`config.mk`:
```
export PLATFORM = sky130hd
export DESIGN_NAME = touch_panel_scan_sequencer_unit_flat
export DESIGN_NICKNAME = d
export VERILOG_FILES = /design/src/rtl/tpss_pkg.sv /design/src/rtl/tpss_sample_if.sv /design/src/rtl/tpss_result_if.sv /design/src/rtl/touch_panel_scan_sequencer_unit.sv /design/src/rtl/tpss_cfg_regs.sv /design/src/rtl/tpss_scan_fsm.sv /design/src/flat_wrapper.sv
export VERILOG_INCLUDE_DIRS = /design/src /design/src/rtl
export SDC_FILE = /design/constraint.sdc
export NUM_CORES = 1
export LEC_CHECK = 0
export CAP_MARGIN = 20
export CORE_MARGIN = 8
export CORE_UTILIZATION = 58
export DETAILED_ROUTE_END_ITERATION = 6
export DONT_BUFFER_PORTS = 1
export GPL_ROUTABILITY_DRIVEN = 0
export HOLD_SLACK_MARGIN = 0.15
export PLACE_DENSITY = 0.76
export SYNTH_ARGS = -nofsm -noshare
export SYNTH_HDL_FRONTEND = slang
export SYNTH_HIERARCHICAL = 1
export SYNTH_SLANG_ARGS = --single-unit
```
`constraint.sdc`:
```
create_clock -name clk -period 4.13 [get_ports clk]
set_clock_uncertainty 0.15 [all_clocks]
set_input_delay 0.413 -clock clk [delete_from_list [all_inputs] [get_ports clk]]
set_output_delay 0.413 -clock clk [all_outputs]
set_load 0.005 [all_outputs]
```
`src/rtl/touch_panel_scan_sequencer_unit_defines.svh`:
```
// ----------------------------------------------------------------------------
// Touch panel scan sequencer assertion macros
// Shared concurrent assertion shorthands for the sequencer RTL.
// ----------------------------------------------------------------------------
`ifndef TOUCH_PANEL_SCAN_SEQUENCER_UNIT_DEFINES_SVH
`define TOUCH_PANEL_SCAN_SEQUENCER_UNIT_DEFINES_SVH

// Same-cycle implication, disabled while in reset.
`define TPSS_ASSERT_NOW(lbl, ck, rn, ante, cons) \
	lbl: assert property (@(posedge ck) disable iff (!rn) (ante) |-> (cons)) \
		else $error("tpss: assertion failed");

// Next-cycle implication, disabled while in reset.
`define TPSS_ASSERT_NEXT(lbl, ck, rn, ante, cons) \
	lbl: assert property (@(posedge ck) disable iff (!rn) (ante) |=> (cons)) \
		else $error("tpss: assertion failed");

`endif

```
`src/rtl/tpss_pkg.sv`:
```
// ----------------------------------------------------------------------------
// Touch panel scan sequencer package
// Types, codes and constants shared by the sequencer files.
// ----------------------------------------------------------------------------
package tpss_pkg;

	localparam int ADC_W   = 12;
	localparam int RETRY_W = 4;
	localparam int CMD_W   = 8;
	localparam int CFG_IDX_W  = 2;
	localparam int CFG_DATA_W = 12;

	// Control byte fields of the converter
	localparam logic [CMD_W-1:0] CB_START   = 8'h80;
	localparam logic [CMD_W-1:0] CB_SEL_Z1  = 8'h30;
	localparam logic [CMD_W-1:0] CB_SEL_X   = 8'h50;
	localparam logic [CMD_W-1:0] CB_SEL_Y   = 8'h10;
	localparam logic [CMD_W-1:0] CB_PWR_ADC = 8'h01;
	localparam logic [CMD_W-1:0] CB_PWR_REF = 8'h02;

	localparam logic [CMD_W-1:0] CMD_Z1 = CB_START | CB_SEL_Z1 | CB_PWR_ADC | CB_PWR_REF;
	localparam logic [CMD_W-1:0] CMD_X  = CB_START | CB_SEL_X  | CB_PWR_ADC | CB_PWR_REF;
	localparam logic [CMD_W-1:0] CMD_Y  = CB_START | CB_SEL_Y  | CB_PWR_ADC | CB_PWR_REF;
	localparam logic [CMD_W-1:0] CMD_PD = CB_START | CB_SEL_Z1;
	localparam logic [CMD_W-1:0] CMD_NONE = 8'h00;

	// Register reset values
	localparam logic [ADC_W-1:0]   RST_SETTLE_TOL  = 12'd8;
	localparam logic [RETRY_W-1:0] RST_SETTLE_RETR = 4'd10;
	localparam logic [ADC_W-1:0]   RST_MIN_PRESS   = 12'd10;
	localparam logic [ADC_W-1:0]   RST_X_LIMIT     = 12'd4095;

	typedef enum logic [CFG_IDX_W-1:0] {
		CFG_SETTLE_TOL  = 2'd0,
		CFG_SETTLE_RETR = 2'd1,
		CFG_MIN_PRESS   = 2'd2,
		CFG_X_LIMIT     = 2'd3
	} cfg_idx_t;

	typedef enum logic {
		OP_START = 1'b0,
		OP_WORD  = 1'b1
	} op_t;

	typedef enum logic [3:0] {
		PH_IDLE     = 4'd0,
		PH_Z1A_SKIP = 4'd1,
		PH_Z1A      = 4'd2,
		PH_X_FIRST  = 4'd3,
		PH_X_S0     = 4'd4,
		PH_X_S      = 4'd5,
		PH_Y_FIRST  = 4'd6,
		PH_Y_S0     = 4'd7,
		PH_Y_S      = 4'd8,
		PH_Z1B_SKIP = 4'd9,
		PH_Z1B      = 4'd10,
		PH_PD       = 4'd11
	} phase_t;

	typedef struct packed {
		logic [ADC_W-1:0]   settle_tol;
		logic [RETRY_W-1:0] settle_retr;
		logic [ADC_W-1:0]   min_press;
		logic [ADC_W-1:0]   x_limit;
	} cfg_t;

	typedef struct packed {
		logic             op;
		logic [ADC_W-1:0] adc_value;
	} item_t;

	typedef struct packed {
		logic             is_report;
		logic [CMD_W-1:0] command;
		logic [ADC_W-1:0] pos_x;
		logic [ADC_W-1:0] pos_y;
		logic             touched;
	} res_t;

endpackage

```
`src/rtl/tpss_sample_if.sv`:
```
// ----------------------------------------------------------------------------
// Sample channel
// Start requests and returned converter words, valid/ready handshake.
// ----------------------------------------------------------------------------
interface tpss_sample_if;
	import tpss_pkg::*;

	logic             valid;
	logic             ready;
	logic             op;
	logic [ADC_W-1:0] adc_value;

	modport source (output valid, output op, output adc_value, input ready);
	modport sink   (input valid, input op, input adc_value, output ready);
endinterface

```
`src/rtl/tpss_result_if.sv`:
```
// ----------------------------------------------------------------------------
// Result channel
// Command bytes and final position reports, valid/ready handshake.
// ----------------------------------------------------------------------------
interface tpss_result_if;
	import tpss_pkg::*;

	logic             valid;
	logic             ready;
	logic             is_report;
	logic [CMD_W-1:0] command;
	logic [ADC_W-1:0] pos_x;
	logic [ADC_W-1:0] pos_y;
	logic             touched;

	modport source (output valid, output is_report, output command, output pos_x,
		output pos_y, output touched, input ready);
	modport sink   (input valid, input is_report, input command, input pos_x,
		input pos_y, input touched, output ready);
endinterface

```
`src/rtl/touch_panel_scan_sequencer_unit.sv`:
```
// ----------------------------------------------------------------------------
// Touch panel scan sequencer
// Drives one settle-and-validate scan of a 12-bit resistive touch converter.
// ----------------------------------------------------------------------------
// Usage:
//   sample: a request with op = 0 starts a scan (pen event or poll tick);
//   op = 1 returns the converter word for the last command issued.
//   result: one item per request at most; is_report = 0 carries a control
//   byte to send, is_report = 1 the final position report. A word that
//   arrives while no scan runs gives no result.
//   cfg_we / cfg_index / cfg_data write the settle tolerance, retry limit,
//   minimum pressure and X limit; write only while the block is idle.
// Timing:
//   a request passes an input register, the state machine and a result
//   register, in that order. One request is taken per cycle while the
//   result channel does not stall; the state update in the scan state
//   machine is the loop that sets this.
// Reset clears both stage valids, returns the scan to idle and loads the
// register defaults. When the receiver stalls, the result register holds,
// the input register fills, and sample.ready drops until result.ready returns.
// ----------------------------------------------------------------------------
`include "touch_panel_scan_sequencer_unit_defines.svh"

module touch_panel_scan_sequencer_unit (
	input  logic                            clk,
	input  logic                            arst_n,
	tpss_sample_if.sink                     sample,
	tpss_result_if.source                   result,
	input  logic                            cfg_we,
	input  logic [tpss_pkg::CFG_IDX_W-1:0]  cfg_index,
	input  logic [tpss_pkg::CFG_DATA_W-1:0] cfg_data
);
	import tpss_pkg::*;

	cfg_t  cfg;
	logic  v_s1;
	item_t item_s1;
	logic  v_s2;
	res_t  res_s2;
	logic  adv;
	logic  fsm_valid;
	res_t  fsm_res;

	tpss_cfg_regs u_cfg (
		.clk    (clk),
		.arst_n (arst_n),
		.we     (cfg_we),
		.index  (cfg_index),
		.data   (cfg_data),
		.cfg    (cfg)
	);

	// advance the held request when the result register can take its outcome
	assign adv          = v_s1 && (!v_s2 || result.ready);
	assign sample.ready = !v_s1 || adv;

	always_ff @(posedge clk or negedge arst_n) begin
		if (!arst_n)
			v_s1 <= 1'b0;
		else if (sample.ready)
			v_s1 <= sample.valid;
	end

	always_ff @(posedge clk) begin
		if (sample.ready && sample.valid) begin
			item_s1.op        <= sample.op;
			item_s1.adc_value <= sample.adc_value;
		end
	end

	tpss_scan_fsm u_fsm (
		.clk       (clk),
		.arst_n    (arst_n),
		.cfg       (cfg),
		.step      (adv),
		.item      (item_s1),
		.res_valid (fsm_valid),
		.res       (fsm_res)
	);

	always_ff @(posedge clk or negedge arst_n) begin
		if (!arst_n)
			v_s2 <= 1'b0;
		else if (adv)
			v_s2 <= fsm_valid;
		else if (result.ready)
			v_s2 <= 1'b0;
	end

	always_ff @(posedge clk) begin
		if (adv)
			res_s2 <= fsm_res;
	end

	assign result.valid     = v_s2;
	assign result.is_report = res_s2.is_report;
	assign result.command   = res_s2.command;
	assign result.pos_x     = res_s2.pos_x;
	assign result.pos_y     = res_s2.pos_y;
	assign result.touched   = res_s2.touched;

	`TPSS_ASSERT_NOW(a_report_no_cmd, clk, arst_n, v_s2 && res_s2.is_report,
		res_s2.command == CMD_NONE)
	`TPSS_ASSERT_NOW(a_cmd_no_pos, clk, arst_n, v_s2 && !res_s2.is_report,
		!res_s2.touched && res_s2.pos_x == '0 && res_s2.pos_y == '0)
	`TPSS_ASSERT_NOW(a_touch_pos, clk, arst_n, v_s2 && res_s2.touched,
		res_s2.pos_x != '0 && res_s2.pos_y != '0)
	`TPSS_ASSERT_NEXT(a_stall_holds_s1, clk, arst_n, v_s1 && !adv,
		v_s1 && $stable(item_s1))
endmodule

```
`src/rtl/tpss_cfg_regs.sv`:
```
// ----------------------------------------------------------------------------
// Configuration registers
// Write-only settle, pressure and limit registers of the sequencer.
// ----------------------------------------------------------------------------
module tpss_cfg_regs (
	input  logic                          clk,
	input  logic                          arst_n,
	input  logic                          we,
	input  logic [tpss_pkg::CFG_IDX_W-1:0]  index,
	input  logic [tpss_pkg::CFG_DATA_W-1:0] data,
	output tpss_pkg::cfg_t                cfg
);
	import tpss_pkg::*;

	cfg_t cfg_q;

	always_ff @(posedge clk or negedge arst_n) begin
		if (!arst_n) begin
			cfg_q.settle_tol  <= RST_SETTLE_TOL;
			cfg_q.settle_retr <= RST_SETTLE_RETR;
			cfg_q.min_press   <= RST_MIN_PRESS;
			cfg_q.x_limit     <= RST_X_LIMIT;
		end else if (we) begin
			unique case (cfg_idx_t'(index))
				CFG_SETTLE_TOL:  cfg_q.settle_tol  <= data[ADC_W-1:0];
				CFG_SETTLE_RETR: cfg_q.settle_retr <= data[RETRY_W-1:0];
				CFG_MIN_PRESS:   cfg_q.min_press   <= data[ADC_W-1:0];
				CFG_X_LIMIT:     cfg_q.x_limit     <= data[ADC_W-1:0];
				default:         cfg_q             <= cfg_q;
			endcase
		end
	end

	assign cfg = cfg_q;
endmodule

```
`src/rtl/tpss_scan_fsm.sv`:
```
// ----------------------------------------------------------------------------
// Scan state machine
// Phase sequencing, settle check and report formation; while step is high, one item a cycle.
// ----------------------------------------------------------------------------
`include "touch_panel_scan_sequencer_unit_defines.svh"

module tpss_scan_fsm (
	input  logic            clk,
	input  logic            arst_n,
	input  tpss_pkg::cfg_t  cfg,
	input  logic            step,
	input  tpss_pkg::item_t item,
	output logic            res_valid,
	output tpss_pkg::res_t  res
);
	import tpss_pkg::*;

	phase_t             phase_q, phase_d;
	logic [ADC_W-1:0]   prev_q, prev_d;
	logic [ADC_W-1:0]   x_q, x_d;
	logic [ADC_W-1:0]   y_q, y_d;
	logic [ADC_W-1:0]   fp_q, fp_d;
	logic [RETRY_W-1:0] retry_q, retry_d;
	logic               err_q, err_d;

	logic [ADC_W-1:0] w;
	logic [ADC_W-1:0] diff;
	logic             close;
	logic             first_read;
	logic             settle_done;
	logic             pressed;
	logic             down;

	assign w    = item.adc_value;
	assign diff = (prev_q > w) ? (prev_q - w) : (w - prev_q);
	assign close = diff < cfg.settle_tol;
	assign first_read = (phase_q == PH_X_S0) || (phase_q == PH_Y_S0);
	assign settle_done = close || (!first_read && (retry_q >= cfg.settle_retr));
	assign pressed = (fp_q != '0) && (w != '0);
	assign down    = (x_q != '0) && (y_q != '0);

	// Next state
	always_comb begin
		phase_d = phase_q;
		prev_d  = prev_q;
		x_d     = x_q;
		y_d     = y_q;
		fp_d    = fp_q;
		retry_d = retry_q;
		err_d   = err_q;
		if (item.op == OP_START) begin
			phase_d = PH_Z1A_SKIP;
			prev_d  = '0;
			x_d     = '0;
			y_d     = '0;
			fp_d    = '0;
			retry_d = '0;
			err_d   = 1'b0;
		end else begin
			unique case (phase_q)
				PH_Z1A_SKIP: phase_d = PH_Z1A;
				PH_Z1A: begin
					fp_d    = w;
					phase_d = PH_X_FIRST;
				end
				PH_X_FIRST, PH_Y_FIRST: begin
					prev_d = w;
					if (phase_q == PH_X_FIRST) begin
						x_d     = w;
						phase_d = PH_X_S0;
					end else begin
						y_d     = w;
						phase_d = err_q ? PH_Z1B_SKIP : PH_Y_S0;
					end
				end
				PH_X_S0, PH_X_S, PH_Y_S0, PH_Y_S: begin
					prev_d = w;
					if (phase_q == PH_X_S0 || phase_q == PH_X_S)
						x_d = w;
					else
						y_d = w;
					// first miss restarts the count, later misses use it up
					if (!close) begin
						if (first_read)
							retry_d = '0;
						else if (retry_q >= cfg.settle_retr)
							err_d = 1'b1;
						else
							retry_d = retry_q + 1'b1;
					end
					if (phase_q == PH_X_S0 || phase_q == PH_X_S)
						phase_d = settle_done ? PH_Y_FIRST : PH_X_S;
					else
						phase_d = settle_done ? PH_Z1B_SKIP : PH_Y_S;
				end
				PH_Z1B_SKIP: phase_d = PH_Z1B;
				PH_Z1B: begin
					if (pressed && ((fp_q < cfg.min_press) || (w < cfg.min_press)
							|| (x_q >= cfg.x_limit)))
						err_d = 1'b1;
					if (err_d || !pressed) begin
						x_d = '0;
						y_d = '0;
					end
					phase_d = PH_PD;
				end
				default: phase_d = PH_IDLE;
			endcase
		end
	end

	// Result
	always_comb begin
		res_valid     = 1'b1;
		res.is_report = 1'b0;
		res.command   = CMD_NONE;
		res.pos_x     = '0;
		res.pos_y     = '0;
		res.touched   = 1'b0;
		if (item.op == OP_START) begin
			res.command = CMD_Z1;
		end else begin
			unique case (phase_q)
				PH_Z1A_SKIP: res.command = CMD_Z1;
				PH_Z1A:      res.command = CMD_X;
				PH_X_FIRST:  res.command = CMD_X;
				PH_X_S0, PH_X_S: res.command = settle_done ? CMD_Y : CMD_X;
				PH_Y_FIRST:  res.command = err_q ? CMD_Z1 : CMD_Y;
				PH_Y_S0, PH_Y_S: res.command = settle_done ? CMD_Z1 : CMD_Y;
				PH_Z1B_SKIP: res.command = CMD_Z1;
				PH_Z1B:      res.command = CMD_PD;
				PH_PD: begin
					res.is_report = 1'b1;
					res.pos_x     = down ? x_q : '0;
					res.pos_y     = down ? y_q : '0;
					res.touched   = down;
				end
				default: res_valid = 1'b0;
			endcase
		end
	end

	always_ff @(posedge clk or negedge arst_n) begin
		if (!arst_n) begin
			phase_q <= PH_IDLE;
			prev_q  <= '0;
			x_q     <= '0;
			y_q     <= '0;
			fp_q    <= '0;
			retry_q <= '0;
			err_q   <= 1'b0;
		end else if (step) begin
			phase_q <= phase_d;
			prev_q  <= prev_d;
			x_q     <= x_d;
			y_q     <= y_d;
			fp_q    <= fp_d;
			retry_q <= retry_d;
			err_q   <= err_d;
		end
	end

	`TPSS_ASSERT_NEXT(a_start_restarts, clk, arst_n, step && item.op == OP_START,
		phase_q == PH_Z1A_SKIP && !err_q && retry_q == '0)
	`TPSS_ASSERT_NOW(a_err_clears_on_start, clk, arst_n, $fell(err_q),
		$past(step) && $past(item.op) == OP_START)
	`TPSS_ASSERT_NOW(a_no_result_idle, clk, arst_n, step && !res_valid,
		item.op == OP_WORD && phase_q == PH_IDLE || phase_q > PH_PD)
endmodule

```
`src/flat_wrapper.sv`:
```
// flat-port wrapper written by rule: the top's interface ports become plain ports
module touch_panel_scan_sequencer_unit_flat import tpss_pkg::*;
  (clk, arst_n, cfg_we, cfg_index, cfg_data, sample_valid, sample_op, sample_adc_value, sample_ready, result_valid, result_is_report, result_command, result_pos_x, result_pos_y, result_touched, result_ready);
  tpss_sample_if sample_i ();
  tpss_result_if result_i ();
  input  logic clk;
  input  logic arst_n;
  input  logic cfg_we;
  input  logic [tpss_pkg::CFG_IDX_W-1:0] cfg_index;
  input  logic [tpss_pkg::CFG_DATA_W-1:0] cfg_data;
  input wire logic [$bits(sample_i.valid)-1:0] sample_valid;
  input wire logic [$bits(sample_i.op)-1:0] sample_op;
  input wire logic [$bits(sample_i.adc_value)-1:0] sample_adc_value;
  output wire logic [$bits(sample_i.ready)-1:0] sample_ready;
  output wire logic [$bits(result_i.valid)-1:0] result_valid;
  output wire logic [$bits(result_i.is_report)-1:0] result_is_report;
  output wire logic [$bits(result_i.command)-1:0] result_command;
  output wire logic [$bits(result_i.pos_x)-1:0] result_pos_x;
  output wire logic [$bits(result_i.pos_y)-1:0] result_pos_y;
  output wire logic [$bits(result_i.touched)-1:0] result_touched;
  input wire logic [$bits(result_i.ready)-1:0] result_ready;
  assign sample_i.valid = sample_valid;
  assign sample_i.op = sample_op;
  assign sample_i.adc_value = sample_adc_value;
  assign sample_ready = sample_i.ready;
  assign result_valid = result_i.valid;
  assign result_is_report = result_i.is_report;
  assign result_command = result_i.command;
  assign result_pos_x = result_i.pos_x;
  assign result_pos_y = result_i.pos_y;
  assign result_touched = result_i.touched;
  assign result_i.ready = result_ready;
  touch_panel_scan_sequencer_unit u_core (.clk(clk), .arst_n(arst_n), .sample(sample_i), .result(result_i), .cfg_we(cfg_we), .cfg_index(cfg_index), .cfg_data(cfg_data));
endmodule
```
==> impl.org <==
** Floorplan
- Die outline area :: 18,300 um^2
- The floorplan step set the die width to 135 um.
- The total area inside the core boundary comes to ~14,000 um^2.
- Number of placed I/O pins :: 68
- The initialized floorplan defines 43 standard-cell rows.
- In this run the vertical extent of the chip is 135 um.
- For this configuration, the core starts out at a cell density of 0.594.

** Run
- # Max-Cap Violations :: 0

** Pwr
- Worst ir drop on vdd :: 0.471 mV
- Of the total power, registers draw 0.331.
- Net switching share of the total power :: 0.379
- Overall power consumption :: about 6800 uW
- In this run the power spent charging and discharging nets is 2590 uW.
- The analysis attributes to cell leakage a power of between 0.004 and 0.005 uW.
- Of the total power, the clock network draws 0.209.
- Combinational Power Share :: 0.460
- In this run the power density over the cells is about 690 nW/um^2.
- Cell internal pwr :: roughly 4200 uW

** Finish
- Leaving out fill and tap cells, the most frequent cell in the layout is sky130_fd_sc_hd__dfrtp_1.
- 0 antenna diodes ended up in the layout.
- Net count of the finished layout :: 944
- For this run, the number of standard cells in the final layout without fillers is between 1,000 and 1,500.
- Ratio of cells with drive above 1 in the final layout :: 0.251
- Area of all placed cells without fillers :: 9940 um^2
- The layout has 897 filler cells.
- Most frequent cells in the layout :: sky130_fd_sc_hd__dfrtp_1 (82), sky130_fd_sc_hd__ha_1 (67), sky130_fd_sc_hd__inv_1 (64), sky130_fd_sc_hd__nand2_1 (59), sky130_fd_sc_hd__buf_4 (59)
- The area growth from synthesis to layout is 20.5%.

** Route
- Final routed DRC violation total :: 0
- The detailed router finished its first iteration with just over 600 violations.
- Detailed Routing Iterations Pass 1 :: 5
- Final routed wirelength across all metal layers :: 22.1 mm
- Post-route ant nets :: 0
- Post-DR wirelength/cell :: 21.4 um
- Via-per-instance ratio :: between 6 and 7
- DR vias :: ~6,400

** Worst setup path
- The worst setup path is launched from a flip-flop.
- Measured in cells, the most critical reg-to-reg path has a length of 18.
- Reg2reg setup slack :: -0.38 ns
- CP max FO :: 3
- Worst r2r dst :: u_core/u_fsm/retry_q[2]
- Reg-to-reg critical path startpoint :: u_core/u_fsm/prev_q[0]
- CP arrival :: 4.68 ns
- Path type of the worst setup path :: reg -> reg
- STA classifies the critical path endpoint as a flip-flop.
- STA puts the critical path data required time at between 4 and 5 ns.

** Global route
- GRT Overall Usage :: 0.243
- Vias in the first global route :: around 6,400
- Summed over all layers, the global routing overflow is 0.
- The initial antenna violation count came to 0.
- Met1 global-route usage :: 0.291
- Met2 Resource Use GR :: 0.401
- GRT Max-Usage Layer :: met2
- For met3 alone, demand over resource in global routing was 0.0627.
- First-pass GRT wire length :: between 30 and 40 mm
- Entering global routing, the biggest net connects 100 pins.

** Timing
- At the pin with the least slew margin, the transition time is about 1 ns.
- The hold violation count in the final report was 0.
- Setup violations remaining at the end of the flow were counted as 9.
- The worst pin sits at a relative slew slack of 0.341.
- Hold timing on the final database bottoms out at a slack of between 0.15 and 0.2 ns.
- Pins Over Slew Limit :: 0
- Based on the critical path, the design can be clocked at up to around 0.22 GHz.
- In the finished design, the share of the clock period the worst path needs comes to 1.09.
- Across all setup checks in the final design, the least slack found is -0.375 ns.
- Setup repair after global routing could not meet its margin everywhere.
- The worst path in the final design needs a cycle of around 4.5 ns, including I/O delays and setup.

** Worst hold path
- The startpoint identified for the worst hold timing path is sample_valid.
- Destination of the worst hold path :: u_core/item_s1[7]
- Instance count along the most critical hold path :: 1
- The tightest min-delay check is of the in -> reg type.

** Clock tree
- Number of H-tree branching levels :: 4
- CTS Root Cell :: sky130_fd_sc_hd__clkbuf_16
- The clock passes through at most 2 buffers.
- Clock tree from TritonCTS :: built
- Counting the buffers created by CTS gives 17.
- Clock-pin slew reported for the worst setup and hold paths after clock tree synthesis :: roughly 0.06 ns
- Sinks on the clock net :: 146
- At the later pin of the worst-skew pair, clock insertion delay measures 0.43 ns.

** Yosys
- Counting flops and latches in the post-synthesis netlist gives ~150.
- Counting flops with a built-in enable in the synthesized netlist gives 47.
- The share of the Yosys chip area taken by registers is 0.474.
- Number of synthesis warnings :: 6
- Mapped Avg Cell Area :: between 10 and 15 um^2
- Dominant register cell in the synthesized netlist :: sky130_fd_sc_hd__dfrtp_1
- Post-Synthesis Cell Area :: ~8300 um^2
- Post-synthesis cell count :: 749
- For this run, asynchronously set or reset flops after synthesis account for 0.678.
- The synthesized netlist contains 67 unique library cells.

** Outcome
- Violations in the final reports :: setup timing
- Status :: finished, violations left

** Placed design
- Placed cell count :: between 900 and 1,000
- Worst Setup Slack post-DPL :: -0.430 ns
- Estimated wirelength of the detail-placed design :: 14.9 mm
- Post-DP Area :: 8610 um^2
- Port Buf Inserts :: 0
stage by stage:
step           setup TNS (ns)   util
4_1_cts                -0.700  0.698
6_report                -2.12  0.716
3_3_place_gp           -0.990  0.621
3_5_place_dp            -2.66  0.621
2_1_floorplan               0      -
5_1_grt                 -2.40  0.716
critical path, stage by stage, from the launching register on:
cell and delay, ns:
sky130_fd_sc_hd__dfrtp_1 0.40, sky130_fd_sc_hd__buf_4 0.14, sky130_fd_sc_hd__ha_4 0.13, sky130_fd_sc_hd__inv_2 0.04, sky130_fd_sc_hd__fa_2 0.39, sky130_fd_sc_hd__a21oi_4 0.19
sky130_fd_sc_hd__o21ai_4 0.10, sky130_fd_sc_hd__a2111oi_4 0.39, sky130_fd_sc_hd__nor3_2 0.10, sky130_fd_sc_hd__a221o_1 0.32, sky130_fd_sc_hd__mux2i_1 0.22, sky130_fd_sc_hd__xnor2_1 0.12
sky130_fd_sc_hd__ha_1 0.32, sky130_fd_sc_hd__a21oi_2 0.07, sky130_fd_sc_hd__nor3b_2 0.15, sky130_fd_sc_hd__a221oi_2 0.40, sky130_fd_sc_hd__nand2_1 0.14, sky130_fd_sc_hd__o311a_1 0.39
sky130_fd_sc_hd__a31o_2 0.22
flip-flops by register name, indices dropped and copies added, names as in the netlist:
register	flops
u_core/result.pos_x	12
u_core/result.touched	1
u_core/result.is_report	1
u_core/result.pos_y	12
u_core/item_s1	13
u_core/u_fsm/err_q	1
u_core/u_fsm/y_q	12
u_core/u_fsm/prev_q	12
u_core/u_fsm/x_q	12
u_core/u_fsm/retry_q	4
u_core/result.command	8
u_core/v_s1	1
u_core/u_cfg/cfg	40
u_core/u_fsm/fp_q	12
u_core/result.valid	1
u_core/u_fsm/phase_q	4
repair_timing:
item | CTS | global route
endpoints found under the setup margin | 9 | 9
pin swaps | 18 | 30
hold buffers | 30 | 0
hold endpoints to repair | 154 | 0
buffers inserted | 16 | 12
gates resized for setup | 25 | 35
cell usage after synthesis (16+ instances only):
master / count / area (um^2)
sky130_fd_sc_hd__mux2_1: 20 / 225
sky130_fd_sc_hd__ha_1: 73 / 913
sky130_fd_sc_hd__edfxtp_1: 47 / 1410
sky130_fd_sc_hd__dfrtp_1: 82 / 2050
sky130_fd_sc_hd__mux2_2: 26 / 293
sky130_fd_sc_hd__and2_1: 19 / 119
sky130_fd_sc_hd__nand2_1: 61 / 229
sky130_fd_sc_hd__mux2_4: 21 / 315
sky130_fd_sc_hd__o21ai_0: 45 / 225
sky130_fd_sc_hd__dfstp_2: 17 / 447
sky130_fd_sc_hd__nor2_1: 37 / 139
sky130_fd_sc_hd__a21oi_1: 30 / 150
sky130_fd_sc_hd__and3_1: 16 / 100
sky130_fd_sc_hd__inv_1: 69 / 259
layout make-up:
cell class,instances,area [um^2],share of cell area
clock buffer,19,433,0.0435
clock inverter,13,114,0.0115
inverter,69,259,0.0260
multi-input combinational,508,4170,0.419
sequential,146,3910,0.393
tap,180,225,0.0227
timing repair buffer,95,837,0.0842
worst max-delay path by stage:
stage,start,to,depth (start not counted)
6_report,u_core/u_fsm/prev_q[0],u_core/u_fsm/retry_q[2],18
2_1_floorplan,u_core/item_s1[0],u_core/u_fsm/retry_q[2],18
5_1_grt,u_core/item_s1[0],u_core/u_fsm/retry_q[2],18
3_3_place_gp,u_core/item_s1[0],u_core/result.command[5],18
4_1_cts,u_core/item_s1[0],u_core/u_fsm/retry_q[2],20
3_5_place_dp,u_core/item_s1[0],u_core/u_fsm/retry_q[1],21
cells by family after synthesis:
| family | share of synthesized area |
|---|---|
| other cells | 0.000454 |
| mux | 0.111 |
| buf+inv | 0.0499 |
| simple gates | 0.131 |
| flops | 0.474 |
| xor+xnor | 0.0106 |
| compound gates | 0.108 |
| fa+ha+maj | 0.116 |
per-layer routing:
layer | part of all wire | up-vias
met5 | 0 | -
met3 | 0.071 | 92
li1 | - | 2840
met1 | 0.40 | 3114
met4 | 0.046 | 0
met2 | 0.48 | 336
power by group through the flow:
stage                     logic (uW)  registers (uW)  clock network, uW
after global placement          2290            2240                  0
after detailed placement        2430            2260                  0
final                           3130            2260               1430
after CTS                       2690            2240               1450
after global routing            3400            2300               1510
after floorplan                 1840            2110                  0
No activity file was read; power rests on OpenSTA's default activity.
